`config.mk`:
```
export PLATFORM = sky130hd
export DESIGN_NAME = glyph_raster_scaler
export DESIGN_NICKNAME = d
export VERILOG_FILES = /design/src/sv/grs_pkg.sv /design/src/sv/glyph_raster_scaler.sv
export SDC_FILE = /design/constraint.sdc
export NUM_CORES = 1
export LEC_CHECK = 0
export BUFFER_PORTS_ARGS = -buffer_cell sky130_fd_sc_hd__buf_2
export CAP_MARGIN = 0
export CELL_PAD_IN_SITES_DETAIL_PLACEMENT = 1
export CELL_PAD_IN_SITES_GLOBAL_PLACEMENT = 2
export CORE_UTILIZATION = 51
export CTS_CLUSTER_DIAMETER = 150
export DETAILED_ROUTE_END_ITERATION = 8
export GPL_ROUTABILITY_DRIVEN = 1
export GPL_TIMING_DRIVEN = 0
export HOLD_SLACK_MARGIN = 0.02
export PLACE_DENSITY_LB_ADDON = 0.25
export REMOVE_ABC_BUFFERS = 1
export SKIP_LAST_GASP = 1
export SYNTH_ARGS = -nofsm -noshare
export SYNTH_HDL_FRONTEND = slang
export SYNTH_SLANG_ARGS = --single-unit
```
`constraint.sdc`:
```
create_clock -name clk -period 8 [get_ports clk]
set_input_delay 0.8 -clock clk [delete_from_list [all_inputs] [get_ports clk]]
set_output_delay 0.8 -clock clk [all_outputs]
set_load 0.02 [all_outputs]
```
`src/sv/grs_pkg.sv`:
```
// ============================================================================
// grs_pkg - shared types and constants for the glyph raster scaler
// Source glyph geometry, load counter width, register indexes and the
// per-width step table used by the coordinate stepping logic.
// ============================================================================
`default_nettype none

package grs_pkg;

    // Source glyph geometry and output limit
    localparam int SRC_HEIGHT = 32;
    localparam int SRC_WIDTH  = 16;
    localparam int MAX_WIDTH  = 32;

    localparam int LOAD_W = $clog2(SRC_HEIGHT);

    // Configuration register indexes
    localparam logic [1:0] CFG_GLYPH_WIDTH   = 2'd0;
    localparam logic [1:0] CFG_BOLD_ENABLE   = 2'd1;
    localparam logic [1:0] CFG_ITALIC_ENABLE = 2'd2;

    // Quotient and remainder of SRC_WIDTH by the effective width
    typedef struct packed {
        logic [4:0] q;
        logic [4:0] r;
    } step_t;

    // SRC_WIDTH / w and SRC_WIDTH % w for w in 1..32, as a table
    function automatic step_t step_of(input logic [5:0] w);
        step_t s;
        s.q = 5'd0;
        s.r = 5'd0;
        case (w) inside
            6'd1:  begin s.q = 5'd16; s.r = 5'd0;  end
            6'd2:  begin s.q = 5'd8;  s.r = 5'd0;  end
            6'd3:  begin s.q = 5'd5;  s.r = 5'd1;  end
            6'd4:  begin s.q = 5'd4;  s.r = 5'd0;  end
            6'd5:  begin s.q = 5'd3;  s.r = 5'd1;  end
            6'd6:  begin s.q = 5'd2;  s.r = 5'd4;  end
            6'd7:  begin s.q = 5'd2;  s.r = 5'd2;  end
            6'd8:  begin s.q = 5'd2;  s.r = 5'd0;  end
            6'd9:  begin s.q = 5'd1;  s.r = 5'd7;  end
            6'd10: begin s.q = 5'd1;  s.r = 5'd6;  end
            6'd11: begin s.q = 5'd1;  s.r = 5'd5;  end
            6'd12: begin s.q = 5'd1;  s.r = 5'd4;  end
            6'd13: begin s.q = 5'd1;  s.r = 5'd3;  end
            6'd14: begin s.q = 5'd1;  s.r = 5'd2;  end
            6'd15: begin s.q = 5'd1;  s.r = 5'd1;  end
            6'd16: begin s.q = 5'd1;  s.r = 5'd0;  end
            [6'd17:6'd32]: begin s.q = 5'd0; s.r = 5'd16; end
            default: begin s.q = 5'd0; s.r = 5'd0; end
        endcase
        return s;
    endfunction

endpackage

`default_nettype wire

```
`src/sv/glyph_raster_scaler.sv`:
```
// ============================================================================
// glyph_raster_scaler - nearest-neighbor bitmap glyph scaler
// Loads a 16x32 source glyph row by row and emits 2*w scaled rows with
// optional bold and italic.
// ============================================================================
// Usage:
//   Input channel (in_valid/in_stall, row_bits): one source row per word,
//   bit 15 is the leftmost pixel. Rows fill slots 0..31 in order; the word
//   that fills slot 31 starts emission of the scaled glyph.
//   Output channel (out_valid/out_stall): pixel_row (bit 31 is column 0),
//   row_number and last_row. A glyph of effective width w (1..32) yields
//   2*w words.
//   Config channel (cfg_valid/cfg_ready, cfg_index, cfg_data): always ready.
//   Registers are sampled when the 32nd row is accepted.
// Sequence:
//   Each output row passes through the registered glyph store read
//   (FETCH), the shared column stepper (one add/compare per column) and
//   the hand-off of the row to the output register (PUT). in_stall is
//   high for the whole emission.
// Reset:
//   Clears the load slot, sequencer and output valid; registers return to
//   width 16, bold off, italic off. Glyph store contents are not cleared.
// Stall:
//   A stalled output word holds; the sequencer waits with the next row
//   until the output register frees up.
// ============================================================================
`default_nettype none

module glyph_raster_scaler
    import grs_pkg::*;
(
    input  wire logic        clk,
    input  wire logic        rst_n,

    input  wire logic        in_valid,
    output logic             in_stall,
    input  wire logic [15:0] row_bits,

    output logic             out_valid,
    input  wire logic        out_stall,
    output logic [31:0]      pixel_row,
    output logic [5:0]       row_number,
    output logic             last_row,

    input  wire logic        cfg_valid,
    output logic             cfg_ready,
    input  wire logic [1:0]  cfg_index,
    input  wire logic [5:0]  cfg_data
);

    // Sequencer codes
    localparam logic [1:0] ST_LOAD  = 2'd0;  // taking source rows
    localparam logic [1:0] ST_FETCH = 2'd1;  // store read in flight
    localparam logic [1:0] ST_COLS  = 2'd2;  // one column per cycle
    localparam logic [1:0] ST_PUT   = 2'd3;  // hand row to output reg

    // ------------------------------------------------------------------
    // Registers
    // ------------------------------------------------------------------
    logic [1:0]        state_reg, state_next;
    logic [LOAD_W-1:0] load_cnt_reg, load_cnt_next;

    logic [5:0]  glyph_width_reg;
    logic        bold_enable_reg;
    logic        italic_enable_reg;

    // glyph parameters latched at emission start
    logic [5:0]  w_reg, w_next;        // effective width
    logic [5:0]  d_reg, d_next;        // 2w-1, also last row number
    logic [3:0]  smax_reg, smax_next;  // max(1, w/4)
    logic [4:0]  qinc_reg, qinc_next;  // 16 / w
    logic [4:0]  rinc_reg, rinc_next;  // 16 % w
    logic        bold_reg, bold_next;
    logic        italic_reg, italic_next;

    // row stepping: sy = r*16/w, shear = (d-r)*smax/d
    logic [5:0]  row_reg, row_next;
    logic [4:0]  syq_reg, syq_next;
    logic [5:0]  syr_reg, syr_next;
    logic [3:0]  shq_reg, shq_next;
    logic [5:0]  shr_reg, shr_next;

    // column stepping: sx = (c-shear)*16/w
    logic [4:0]  col_reg, col_next;
    logic [4:0]  cq_reg, cq_next;
    logic [5:0]  cr_reg, cr_next;
    logic [31:0] acc_reg, acc_next;

    // output register
    logic        out_valid_reg, out_valid_next;
    logic [31:0] pixel_row_reg;
    logic [5:0]  row_number_reg;
    logic        last_row_reg;

    // glyph store, registered read
    logic [15:0] glyph_mem [SRC_HEIGHT];
    logic [15:0] rd_data_reg;

    // ------------------------------------------------------------------
    // Combinational
    // ------------------------------------------------------------------
    logic        in_fire;
    logic        start;
    logic        put_fire;
    logic        is_last;
    logic [5:0]  w_eff;
    step_t       stp;
    logic [15:0] src;
    logic [3:0]  shear;
    logic [6:0]  row_rsum;
    logic [5:0]  row_qsum;
    logic [6:0]  col_rsum;
    logic [5:0]  col_qsum;
    logic signed [7:0] sh_diff;

    assign in_stall  = (state_reg != ST_LOAD);
    assign cfg_ready = 1'b1;
    assign in_fire   = in_valid && !in_stall;
    assign start     = in_fire && (load_cnt_reg == LOAD_W'(SRC_HEIGHT - 1));
    assign put_fire  = (state_reg == ST_PUT) && (!out_valid_reg || !out_stall);
    assign is_last   = (row_reg == d_reg);

    // width 0 acts as 1, widths above the limit saturate
    always_comb
    begin
        if (glyph_width_reg == 6'd0)
            w_eff = 6'd1;
        else if (glyph_width_reg > 6'(MAX_WIDTH))
            w_eff = 6'(MAX_WIDTH);
        else
            w_eff = glyph_width_reg;
    end

    assign stp   = step_of(w_eff);
    assign src   = bold_reg ? (rd_data_reg | (rd_data_reg >> 1)) : rd_data_reg;
    assign shear = italic_reg ? shq_reg : 4'd0;

    // shared stepper adds
    assign row_rsum = {1'b0, syr_reg} + {2'b00, rinc_reg};
    assign row_qsum = {1'b0, syq_reg} + {1'b0, qinc_reg};
    assign col_rsum = {1'b0, cr_reg} + {2'b00, rinc_reg};
    assign col_qsum = {1'b0, cq_reg} + {1'b0, qinc_reg};
    assign sh_diff  = $signed({2'b00, shr_reg}) - $signed({4'b0000, smax_reg});

    always_comb
    begin
        state_next    = state_reg;
        load_cnt_next = load_cnt_reg;
        w_next        = w_reg;
        d_next        = d_reg;
        smax_next     = smax_reg;
        qinc_next     = qinc_reg;
        rinc_next     = rinc_reg;
        bold_next     = bold_reg;
        italic_next   = italic_reg;
        row_next      = row_reg;
        syq_next      = syq_reg;
        syr_next      = syr_reg;
        shq_next      = shq_reg;
        shr_next      = shr_reg;
        col_next      = col_reg;
        cq_next       = cq_reg;
        cr_next       = cr_reg;
        acc_next      = acc_reg;

        unique case (state_reg)
            ST_LOAD:
            begin
                if (in_fire)
                    load_cnt_next = load_cnt_reg + LOAD_W'(1);
                if (start)
                begin
                    w_next      = w_eff;
                    d_next      = 6'((7'(w_eff) << 1) - 7'd1);
                    smax_next   = (w_eff < 6'd4) ? 4'd1 : 4'(w_eff >> 2);
                    qinc_next   = stp.q;
                    rinc_next   = stp.r;
                    bold_next   = bold_enable_reg;
                    italic_next = italic_enable_reg;
                    row_next    = 6'd0;
                    syq_next    = 5'd0;
                    syr_next    = 6'd0;
                    shq_next    = (w_eff < 6'd4) ? 4'd1 : 4'(w_eff >> 2);
                    shr_next    = 6'd0;
                    state_next  = ST_FETCH;
                end
            end

            ST_FETCH:
            begin
                col_next   = 5'd0;
                cq_next    = 5'd0;
                cr_next    = 6'd0;
                acc_next   = 32'd0;
                state_next = ST_COLS;
            end

            ST_COLS:
            begin
                // sheared-off columns stay blank and do not step sx
                if (col_reg >= 5'(shear))
                begin
                    if (cq_reg < 5'(SRC_WIDTH) && src[4'(SRC_WIDTH - 1) - cq_reg[3:0]])
                        acc_next[5'd31 - col_reg] = 1'b1;
                    if (col_rsum >= {1'b0, w_reg})
                    begin
                        cr_next = 6'(col_rsum - {1'b0, w_reg});
                        cq_next = 5'(col_qsum + 6'd1);
                    end
                    else
                    begin
                        cr_next = col_rsum[5:0];
                        cq_next = col_qsum[4:0];
                    end
                end
                col_next = col_reg + 5'd1;
                if ({1'b0, col_reg} == w_reg - 6'd1)
                    state_next = ST_PUT;
            end

            ST_PUT:
            begin
                if (put_fire)
                begin
                    if (is_last)
                        state_next = ST_LOAD;
                    else
                    begin
                        row_next = row_reg + 6'd1;
                        if (row_rsum >= {1'b0, w_reg})
                        begin
                            syr_next = 6'(row_rsum - {1'b0, w_reg});
                            syq_next = 5'(row_qsum + 6'd1);
                        end
                        else
                        begin
                            syr_next = row_rsum[5:0];
                            syq_next = row_qsum[4:0];
                        end
                        if (sh_diff < 0)
                        begin
                            shr_next = 6'(sh_diff + $signed({2'b00, d_reg}));
                            shq_next = shq_reg - 4'd1;
                        end
                        else
                            shr_next = sh_diff[5:0];
                        state_next = ST_FETCH;
                    end
                end
            end

            default:
            begin
                state_next = ST_LOAD;
            end
        endcase
    end

    assign out_valid_next = put_fire || (out_valid_reg && out_stall);

    // ------------------------------------------------------------------
    // Control and parameter registers
    // ------------------------------------------------------------------
    always_ff @(posedge clk or negedge rst_n)
    begin
        if (!rst_n)
        begin
            state_reg         <= ST_LOAD;
            load_cnt_reg      <= '0;
            glyph_width_reg   <= 6'd16;
            bold_enable_reg   <= 1'b0;
            italic_enable_reg <= 1'b0;
            w_reg             <= 6'd1;
            d_reg             <= 6'd1;
            smax_reg          <= 4'd1;
            qinc_reg          <= 5'd0;
            rinc_reg          <= 5'd0;
            bold_reg          <= 1'b0;
            italic_reg        <= 1'b0;
            row_reg           <= 6'd0;
            syq_reg           <= 5'd0;
            syr_reg           <= 6'd0;
            shq_reg           <= 4'd0;
            shr_reg           <= 6'd0;
            col_reg           <= 5'd0;
            cq_reg            <= 5'd0;
            cr_reg            <= 6'd0;
            out_valid_reg     <= 1'b0;
        end
        else
        begin
            state_reg     <= state_next;
            load_cnt_reg  <= load_cnt_next;
            w_reg         <= w_next;
            d_reg         <= d_next;
            smax_reg      <= smax_next;
            qinc_reg      <= qinc_next;
            rinc_reg      <= rinc_next;
            bold_reg      <= bold_next;
            italic_reg    <= italic_next;
            row_reg       <= row_next;
            syq_reg       <= syq_next;
            syr_reg       <= syr_next;
            shq_reg       <= shq_next;
            shr_reg       <= shr_next;
            col_reg       <= col_next;
            cq_reg        <= cq_next;
            cr_reg        <= cr_next;
            out_valid_reg <= out_valid_next;
            if (cfg_valid && cfg_ready)
            begin
                unique case (cfg_index)
                    CFG_GLYPH_WIDTH:   glyph_width_reg   <= cfg_data;
                    CFG_BOLD_ENABLE:   bold_enable_reg   <= cfg_data[0];
                    CFG_ITALIC_ENABLE: italic_enable_reg <= cfg_data[0];
                    default:           ;  // unmapped index, ignored
                endcase
            end
        end
    end

    // ------------------------------------------------------------------
    // Payload registers and glyph store
    // ------------------------------------------------------------------
    always_ff @(posedge clk)
    begin
        acc_reg <= acc_next;
        if (put_fire)
        begin
            pixel_row_reg  <= acc_reg;
            row_number_reg <= row_reg;
            last_row_reg   <= is_last;
        end
    end

    always_ff @(posedge clk)
    begin
        if (in_fire)
            glyph_mem[load_cnt_reg] <= row_bits;
        rd_data_reg <= glyph_mem[syq_reg];
    end

    assign out_valid  = out_valid_reg;
    assign pixel_row  = pixel_row_reg;
    assign row_number = row_number_reg;
    assign last_row   = last_row_reg;

    // ------------------------------------------------------------------
    // Assertions
    // ------------------------------------------------------------------

    // rows go out in order, one step at a time
    a_row_step: assert property (@(posedge clk) disable iff (!rst_n)
        put_fire && !is_last |=> row_reg == $past(row_reg) + 6'd1)
        else $error("output row number skipped");

    // stepper remainders stay below their divisors during column stepping
    a_dda_rem: assert property (@(posedge clk) disable iff (!rst_n)
        state_reg == ST_COLS |-> syr_reg < w_reg && cr_reg < w_reg)
        else $error("coordinate remainder out of range");

    a_shear_rem: assert property (@(posedge clk) disable iff (!rst_n)
        state_reg != ST_LOAD |-> shr_reg < d_reg || (shr_reg == 6'd0))
        else $error("shear remainder out of range");

    // emission start wraps the load slot to 0 and leaves load, so no source row is taken
    a_no_load: assert property (@(posedge clk) disable iff (!rst_n)
        start |=> state_reg == ST_FETCH && load_cnt_reg == '0)
        else $error("emission start out of step with load slot");

endmodule

`default_nettype wire

```
==> results.sh, run 1 <==
export IMPL_start_util_pct=51.8
export IMPL_outcome="completed"
export IMPL_drc=0
export IMPL_synth_compound_area_share_pct=4.82
export IMPL_min_period_ns=3.73
export IMPL_grt_pass1_wl_mm=102
export IMPL_internal_power_mw=5.76
export IMPL_path_cells="and3_1, ha_1, nand3_2, a32o_1, a41o_1, a21oi_2, nand3_1, o21ai_0, a221oi_1"
export IMPL_cts_root_buffer="clkbuf_16"
export IMPL_clock_sinks=682
export IMPL_rows=86
export IMPL_arrival_ns=4.18
export IMPL_synth_top_family_by_area="multiplexers"
export IMPL_drv_slew=0
export IMPL_layout_cells_non_filler=2581
export IMPL_hp_class="input port to async pin"
export IMPL_ys_top_cells_by_area="edfxtp_1 61%, mux4_2 13%, dfrtp_1 7.0%"
export IMPL_total_leakage_power_nw=11.2
export IMPL_die_w_um=239
export IMPL_worst_clock_skew_ns=0.0383
export IMPL_gp_congestion=0.810
export IMPL_cp_max_fo=42
export IMPL_synthDominantCellAreaShare_pct=61.2
export IMPL_post_drt_via_cell_ratio=5.94
export IMPL_cp_slowest_stage_delay_ns=0.67
export IMPL_max_slew_margin_pct=32.7
export IMPL_post_dp_hpwl_mm=44.1
export IMPL_pwr_share_clk_pct=44.8
export IMPL_num_vias=15325
export IMPL_synth_mux_area_share_pct=14.1
export IMPL_drtIter0Drc=1010
export IMPL_power_share_switching_pct=20.8
export IMPL_syn_avg_cell_area_um2=17.2
export IMPL_first_pass_iters=5
export IMPL_power_mw=7.27
export IMPL_synth_top_cell_by_area="edfxtp_1"
export IMPL_grt_setup_unrepaired="no"
export IMPL_synth_edf_count=583
export IMPL_die_area_um2=57100
export IMPL_ys_types=65
export IMPL_grtUsageTotal_pct=24.6
export IMPL_ant_nets=0
export IMPL_cts_htree_levels=3
export IMPL_grt_max_degree=56
export IMPL_syn_cell_area_um2=28600
export IMPL_path_class="register to register"
export IMPL_cts_made_buffers=72
export IMPL_critical_path_slowest_cell="nand3_2"
export IMPL_setup_viol=0
export IMPL_syn_to_final_growth_pct=14.7
export IMPL_synth_xor_xnor_area_share_pct=1.59
export IMPL_synth_flop_cell="edfxtp_1"
export IMPL_grt_overflow_total=0
export IMPL_clkLatencyLatePin_ns=0.62
export IMPL_synth_seq_cells=682
export IMPL_cts_hold_buf=0
export IMPL_cts_tree="done"
export IMPL_dp_cells=2450
export IMPL_synth_most_common_cell="edfxtp_1"
export IMPL_grt_pass1_vias=16379
export IMPL_drive_gt1_share_pct=24.3
export IMPL_synthArstFlopShare_pct=12.2
export IMPL_die_y_um=239
export IMPL_yosysWarningCount=0
export IMPL_maxCapViolCount=0
export IMPL_synthesis_instances=1665
export IMPL_largest_reg_flops=512
export IMPL_tightest_slew_ns=1.01
export IMPL_synthTopCellsByCount="583 x edfxtp_1, 160 x mux4_2, 147 x nor2_1, 84 x nand2_1, 80 x dfrtp_1"
export IMPL_required_ns=8.45
export IMPL_combPwrFrac_pct=1.9
export IMPL_antenna_found_initial=1
export IMPL_irDropWorstVdd_uv=243
export IMPL_powerDensity_nw_per_um2=221
export IMPL_seq_power_share_pct=53.4
export IMPL_fin_crit_sh_pct=46.6
export IMPL_clkTransAtPathRegs_ns=0.06
export IMPL_cts_resized=0
export IMPL_hold_viol_final=0
export IMPL_yosys_area_share_simple_pct=4.93
export IMPL_pin_count=71
export IMPL_fmax_mhz=268
export IMPL_ys_seq_area_share_pct=69.5
export IMPL_wl_per_cell_um=26.2
export IMPL_routed_wl_mm=67.7
export IMPL_start_kind="register"
export IMPL_hold_ws_ns=0.129
export IMPL_io_buffers=69
export IMPL_synthAdderAreaFrac_pct=3.31
export IMPL_post_cts_setup_buffers=0
export IMPL_nNetsFinal=1876
export IMPL_end_kind="register"
export IMPL_core_area_um2=55300
export IMPL_cts_buffer_depth=3
export IMPL_power_switching_mw=1.51
worst paths after layout:
check / endpoint / depth (start not counted) / start / slack, ns
max: shq_reg[3] / 9 / load_cnt_reg[2] / 4.27
min: col_reg[2] / 1 / rst_n / 0.13
max reg2reg: shq_reg[3] / 9 / load_cnt_reg[2] / 4.27
min reg2reg: pixel_row[19] / 0 / acc_reg[19] / 0.44
max in group asynchronous: glyph_width_reg[4] / 2 / rst_n / 7.19
min in group clk: glyph_width_reg[5] / 3 / cfg_data[5] / 0.41
through the flow:
stage | setup TNS, ns | util [%] | worst slack [ns] | instance area (um2)
5_1_grt | 0 | 59.4 | 3.89 | 32800
4_1_cts | 0 | 59.4 | 4.27 | 32800
6_report | 0 | 59.4 | 4.27 | 32800
2_1_floorplan | 0 | - | 1.38 | 28300
3_5_place_dp | 0 | 55.2 | 4.28 | 30500
3_3_place_gp | -17.28 | 53.5 | -1.04 | 29600
power by group through the flow:
stage	clock, mW	sequential [mW]	combinational, mW
6_report	3.25	3.88	0.136
5_1_grt	3.43	3.88	0.153
4_1_cts	3.32	3.88	0.139
3_5_place_dp	0	3.95	0.139
3_3_place_gp	0	3.95	0.130
2_1_floorplan	0	3.95	0.0600
kinds of logic (layout without fill, tap and decap cells):
group | count (synthesis) | after routing
compound gates | 217 | 217
xor+xnor | 52 | 52
fa+ha+maj | 71 | 71
buf+inv | 123 | 290
flops | 682 | 682
mux | 199 | 199
other cells | 1 | 2
simple gates | 320 | 320
final cells by class:
cell class	instances	area, um2
timing repair buffer	111	1140
sequential	682	19900
inverter	49	184
fill	4954	22500
multi-input combinational	860	8340
antenna	1	2.50
clock inverter	39	413
clock buffer	91	1890
tap	748	936
critical path: cells and delay by family, from the launching register on:
family                   cells  cell delay (ns)
adder cells (fa/ha/maj)      1             0.25
AO/OA/AOI/OAI                5             1.72
AND/OR/NAND/NOR              3             1.02
flip-flops                   1             0.59
placed cells by master (no fill, tap or decap), drive strengths merged, types with 50 or more instances in the layout:
cell    synthesis  layout
o21ai          70      70
buf            31     111
inv            48      50
mux4          160     160
edfxtp        583     583
ha             63      63
nand2          84      84
nor2          147     147
dfrtp          80      80
clkbuf         43      91
metal layers:
layer	track usage (%)	vias to the layer above	routed length (um)
li1	-	6735	-
met5	0	-	8
met3	3.97	107	3260
met4	8.33	2	1980
met2	42.5	413	35100
met1	31.9	8068	27400
Power figures use the tool's default switching activity.
==> run 2: changes to the inputs <==
--- a/config.mk
+++ b/config.mk
@@ -5,11 +5,12 @@
 export SDC_FILE = /design/constraint.sdc
 export NUM_CORES = 1
 export LEC_CHECK = 0
+export ABC_AREA = 1
 export BUFFER_PORTS_ARGS = -buffer_cell sky130_fd_sc_hd__buf_2
 export CAP_MARGIN = 0
 export CELL_PAD_IN_SITES_DETAIL_PLACEMENT = 1
 export CELL_PAD_IN_SITES_GLOBAL_PLACEMENT = 2
-export CORE_UTILIZATION = 51
+export CORE_UTILIZATION = 43
 export CTS_CLUSTER_DIAMETER = 150
 export DETAILED_ROUTE_END_ITERATION = 8
 export GPL_ROUTABILITY_DRIVEN = 1
==> constraint.sdc (replaced) <==
create_clock -name clk -period 3.55 [get_ports clk]
set_input_delay 0.355 -clock clk [delete_from_list [all_inputs] [get_ports clk]]
set_output_delay 0.355 -clock clk [all_outputs]
set_load 0.02 [all_outputs]
==> results.sh, run 2 <==
export IMPL_drc=0
export IMPL_grt_pass1_wl_mm=126
export IMPL_io_buffers=69
export IMPL_synth_edf_count=583
export IMPL_fmax_mhz=297
export IMPL_required_ns=4.11
export IMPL_cp_slowest_stage_delay_ns=0.67
export IMPL_cp_max_fo=143
export IMPL_die_w_um=263
export IMPL_clkLatencyLatePin_ns=0.64
export IMPL_largest_reg_flops=512
export IMPL_ant_nets=0
export IMPL_multi_input_comb_area_um2=8310
export IMPL_critical_path_slowest_cell="dfrtp_4"
export IMPL_post_cts_setup_buffers=0
export IMPL_cts_tree="done"
export IMPL_yosysWarningCount=0
export IMPL_start_util_pct=43.5
export IMPL_ys_seq_area_share_pct=68.1
export IMPL_final_cell_mix="583 x edfxtp_1, 355 x nor2_1, 345 x o21ai_0"
export IMPL_clkTransAtPathRegs_ns=0.06
export IMPL_min_period_ns=3.37
export IMPL_gp_congestion=0.819
export IMPL_synth_seq_cells=682
export IMPL_synth_flop_cell="edfxtp_1"
export IMPL_synthesis_instances=2492
export IMPL_cts_htree_levels=3
export IMPL_pwr_share_clk_pct=27.4
export IMPL_cts_buffer_depth=3
export IMPL_grtUsageMet2_pct=42.1
export IMPL_die_y_um=263
export IMPL_top_usage_layer="met2"
export IMPL_cts_root_buffer="clkbuf_16"
export IMPL_drv_slew=0
export IMPL_setup_viol=0
export IMPL_cpMostUsedCell="o21ai_0"
export IMPL_synthDominantCellAreaShare_pct=59.9
export IMPL_post_drt_via_cell_ratio=5.68
export IMPL_grt_pass1_vias=21279
export IMPL_nNetsFinal=2664
export IMPL_start_kind="register"
export IMPL_clock_sinks=682
export IMPL_arrival_ns=3.93
export IMPL_worst_clock_skew_ns=0.0370
export IMPL_path_buf_inv=3
export IMPL_die_area_um2=69000
export IMPL_outcome="completed"
export IMPL_power_mw=28.3
export IMPL_grt_max_degree=144
export IMPL_num_vias=19849
export IMPL_syn_cell_area_um2=29200
export IMPL_drtIter0Drc=1301
export IMPL_internal_power_mw=17.4
export IMPL_max_slew_margin_pct=33.9
export IMPL_met1_usage_pct=30.1
export IMPL_wl_per_cell_um=23.5
export IMPL_routed_wl_mm=82.3
export IMPL_fill_cells=6906
export IMPL_maxCapViolCount=0
export IMPL_total_leakage_power_nw=12.2
export IMPL_seq_power_share_pct=38.1
export IMPL_rows=95
export IMPL_power_share_switching_pct=38.6
export IMPL_syn_avg_cell_area_um2=11.7
export IMPL_antenna_found_initial=1
export IMPL_ys_types=51
export IMPL_core_area_um2=67300
export IMPL_post_dp_hpwl_mm=51.5
export IMPL_hold_viol_final=0
export IMPL_syn_to_final_growth_pct=15.4
export IMPL_final_common_cell="edfxtp_1"
export IMPL_synthTopCellsByCount="583 x edfxtp_1, 384 x nor2_1, 345 x o21ai_0, 255 x nand2_1, 148 x inv_1"
export IMPL_ys_top_cells_by_area="edfxtp_1 60%, dfrtp_1 6.8%, o21ai_0 5.9%"
export IMPL_end_kind="register"
export IMPL_synthArstFlopShare_pct=12.2
export IMPL_fin_crit_sh_pct=94.9
export IMPL_pin_count=71
export IMPL_path_class="register to register"
export IMPL_path_cells="buf_16, inv_8, buf_16, o21ai_0, o22ai_1, o21ai_0, o21ai_0, o21a_1"
export IMPL_first_pass_iters=5
export IMPL_irDropWorstVdd_uv=523
export IMPL_tightest_slew_ns=0.991
export IMPL_powerDensity_nw_per_um2=838
export IMPL_synth_top_cell_by_area="edfxtp_1"
export IMPL_critical_path_top_delay_family="compound AO/OA/AOI/OAI gates"
export IMPL_grt_overflow_total=0
export IMPL_diodes=0
export IMPL_grtUsageMet3_pct=3.16
export IMPL_final_seq_area_um2=19900
export IMPL_hp_class="input port to register"
export IMPL_drive_gt1_share_pct=10.8
export IMPL_cts_made_buffers=75
export IMPL_grt_setup_unrepaired="no"
export IMPL_grtUsageTotal_pct=24.0
export IMPL_synth_most_common_cell="edfxtp_1"
export IMPL_combPwrFrac_pct=34.5
export IMPL_power_switching_mw=10.9
export IMPL_tns_ns=0
-- run 2: cell count changes in the layout (fill, tap and decap cells not counted), sizes merged, moves of 26 or more --
cell	previous run	this run
o21ai	70	360
nor2	147	385
nand2	84	259
mux4	160	0
inv	50	154
nand3	19	119
o221ai	1	96
o22ai	6	37
a21oi	47	73
-- run 2: worst paths after layout --
kind	startpoint	slack (ns)	depth (start not counted)	end
worst max-delay path	syq_reg[0]	0.18	8	rd_data_reg[1]
worst min-delay path	cfg_index[0]	0.07	3	bold_enable_reg
worst max register to register	syq_reg[0]	0.18	8	rd_data_reg[1]
worst min register to register	acc_reg[6]	0.44	0	pixel_row[6]
max in group asynchronous	rst_n	2.62	3	glyph_width_reg[4]
min in group asynchronous	rst_n	0.18	2	col_reg[0]
-- run 2: metal layers --
layer	vias up	routed length (um)
li1	9120	-
met1	10138	34800
met2	426	41900
met3	165	2710
met4	0	2860
met5	-	0
-- run 2: layout make-up --
| class | count | share of cell area (%) |
|---|---|---|
| Tap cell | 873 | 3.24 |
| Clock buffer | 106 | 6.06 |
| Clock inverter | 30 | 1.16 |
| Inverter | 155 | 1.78 |
| Multi-Input combinational cell | 1525 | 24.6 |
| Sequential cell | 682 | 59.0 |
| Timing Repair Buffer | 125 | 4.14 |
-- run 2: cells by family (layout without fill, tap and decap cells) --
| group | after synthesis | count (layout) | synth area share (%) |
|---|---|---|---|
| AOI/OAI and AO/OA | 605 | 605 | 12.1 |
| xor gates and xnor gates | 48 | 48 | 1.44 |
| adders and majority gates | 71 | 71 | 3.24 |
| buffers and inverters | 285 | 416 | 3.87 |
| muxes | 2 | 2 | 0.0727 |
| DFF | 682 | 682 | 68.1 |
| and+or+nand+nor | 798 | 798 | 11.2 |
| other | 1 | 1 | 0.0128 |
-- run 2: through the flow --
step                      std cells  hold slack (ns)  setup slack (ns)  cell area (um2)  utilization [%]
after floorplan                2362           0.0594             -4.32            28700                -
after global placement         3304            0.433            -12.22            30100             44.8
after detailed placement       3352            0.287             0.219            31200             46.4
after CTS                      3496           0.0329             0.209            33700             50.2
after global routing           3496           0.0823            0.0747            33800             50.2
final                          3496           0.0699             0.182            33800             50.2
-- run 2: what timing repair did --
item	in CTS	in global routing
gates resized for setup	0	2
hold endpoints to repair	36	0
setup endpoints to repair	0	7
hold buffers	8	0
-- run 2: power by group through the flow --
stage / clock, mW / sequential, mW / combinational, mW
2_1_floorplan: 0 / 11.0 / 5.80
3_3_place_gp: 0 / 11.4 / 7.82
3_5_place_dp: 0 / 11.0 / 9.68
4_1_cts: 7.89 / 10.8 / 9.78
5_1_grt: 8.15 / 10.9 / 10.8
6_report: 7.74 / 10.8 / 9.74
-- run 2: worst min-delay path: cells and delay by family --
family	cells	cell delay, ns
AO/OA/AOI/OAI	1	0.07
buffers and inverters	1	0.11
AND/OR/NAND/NOR	1	0.10
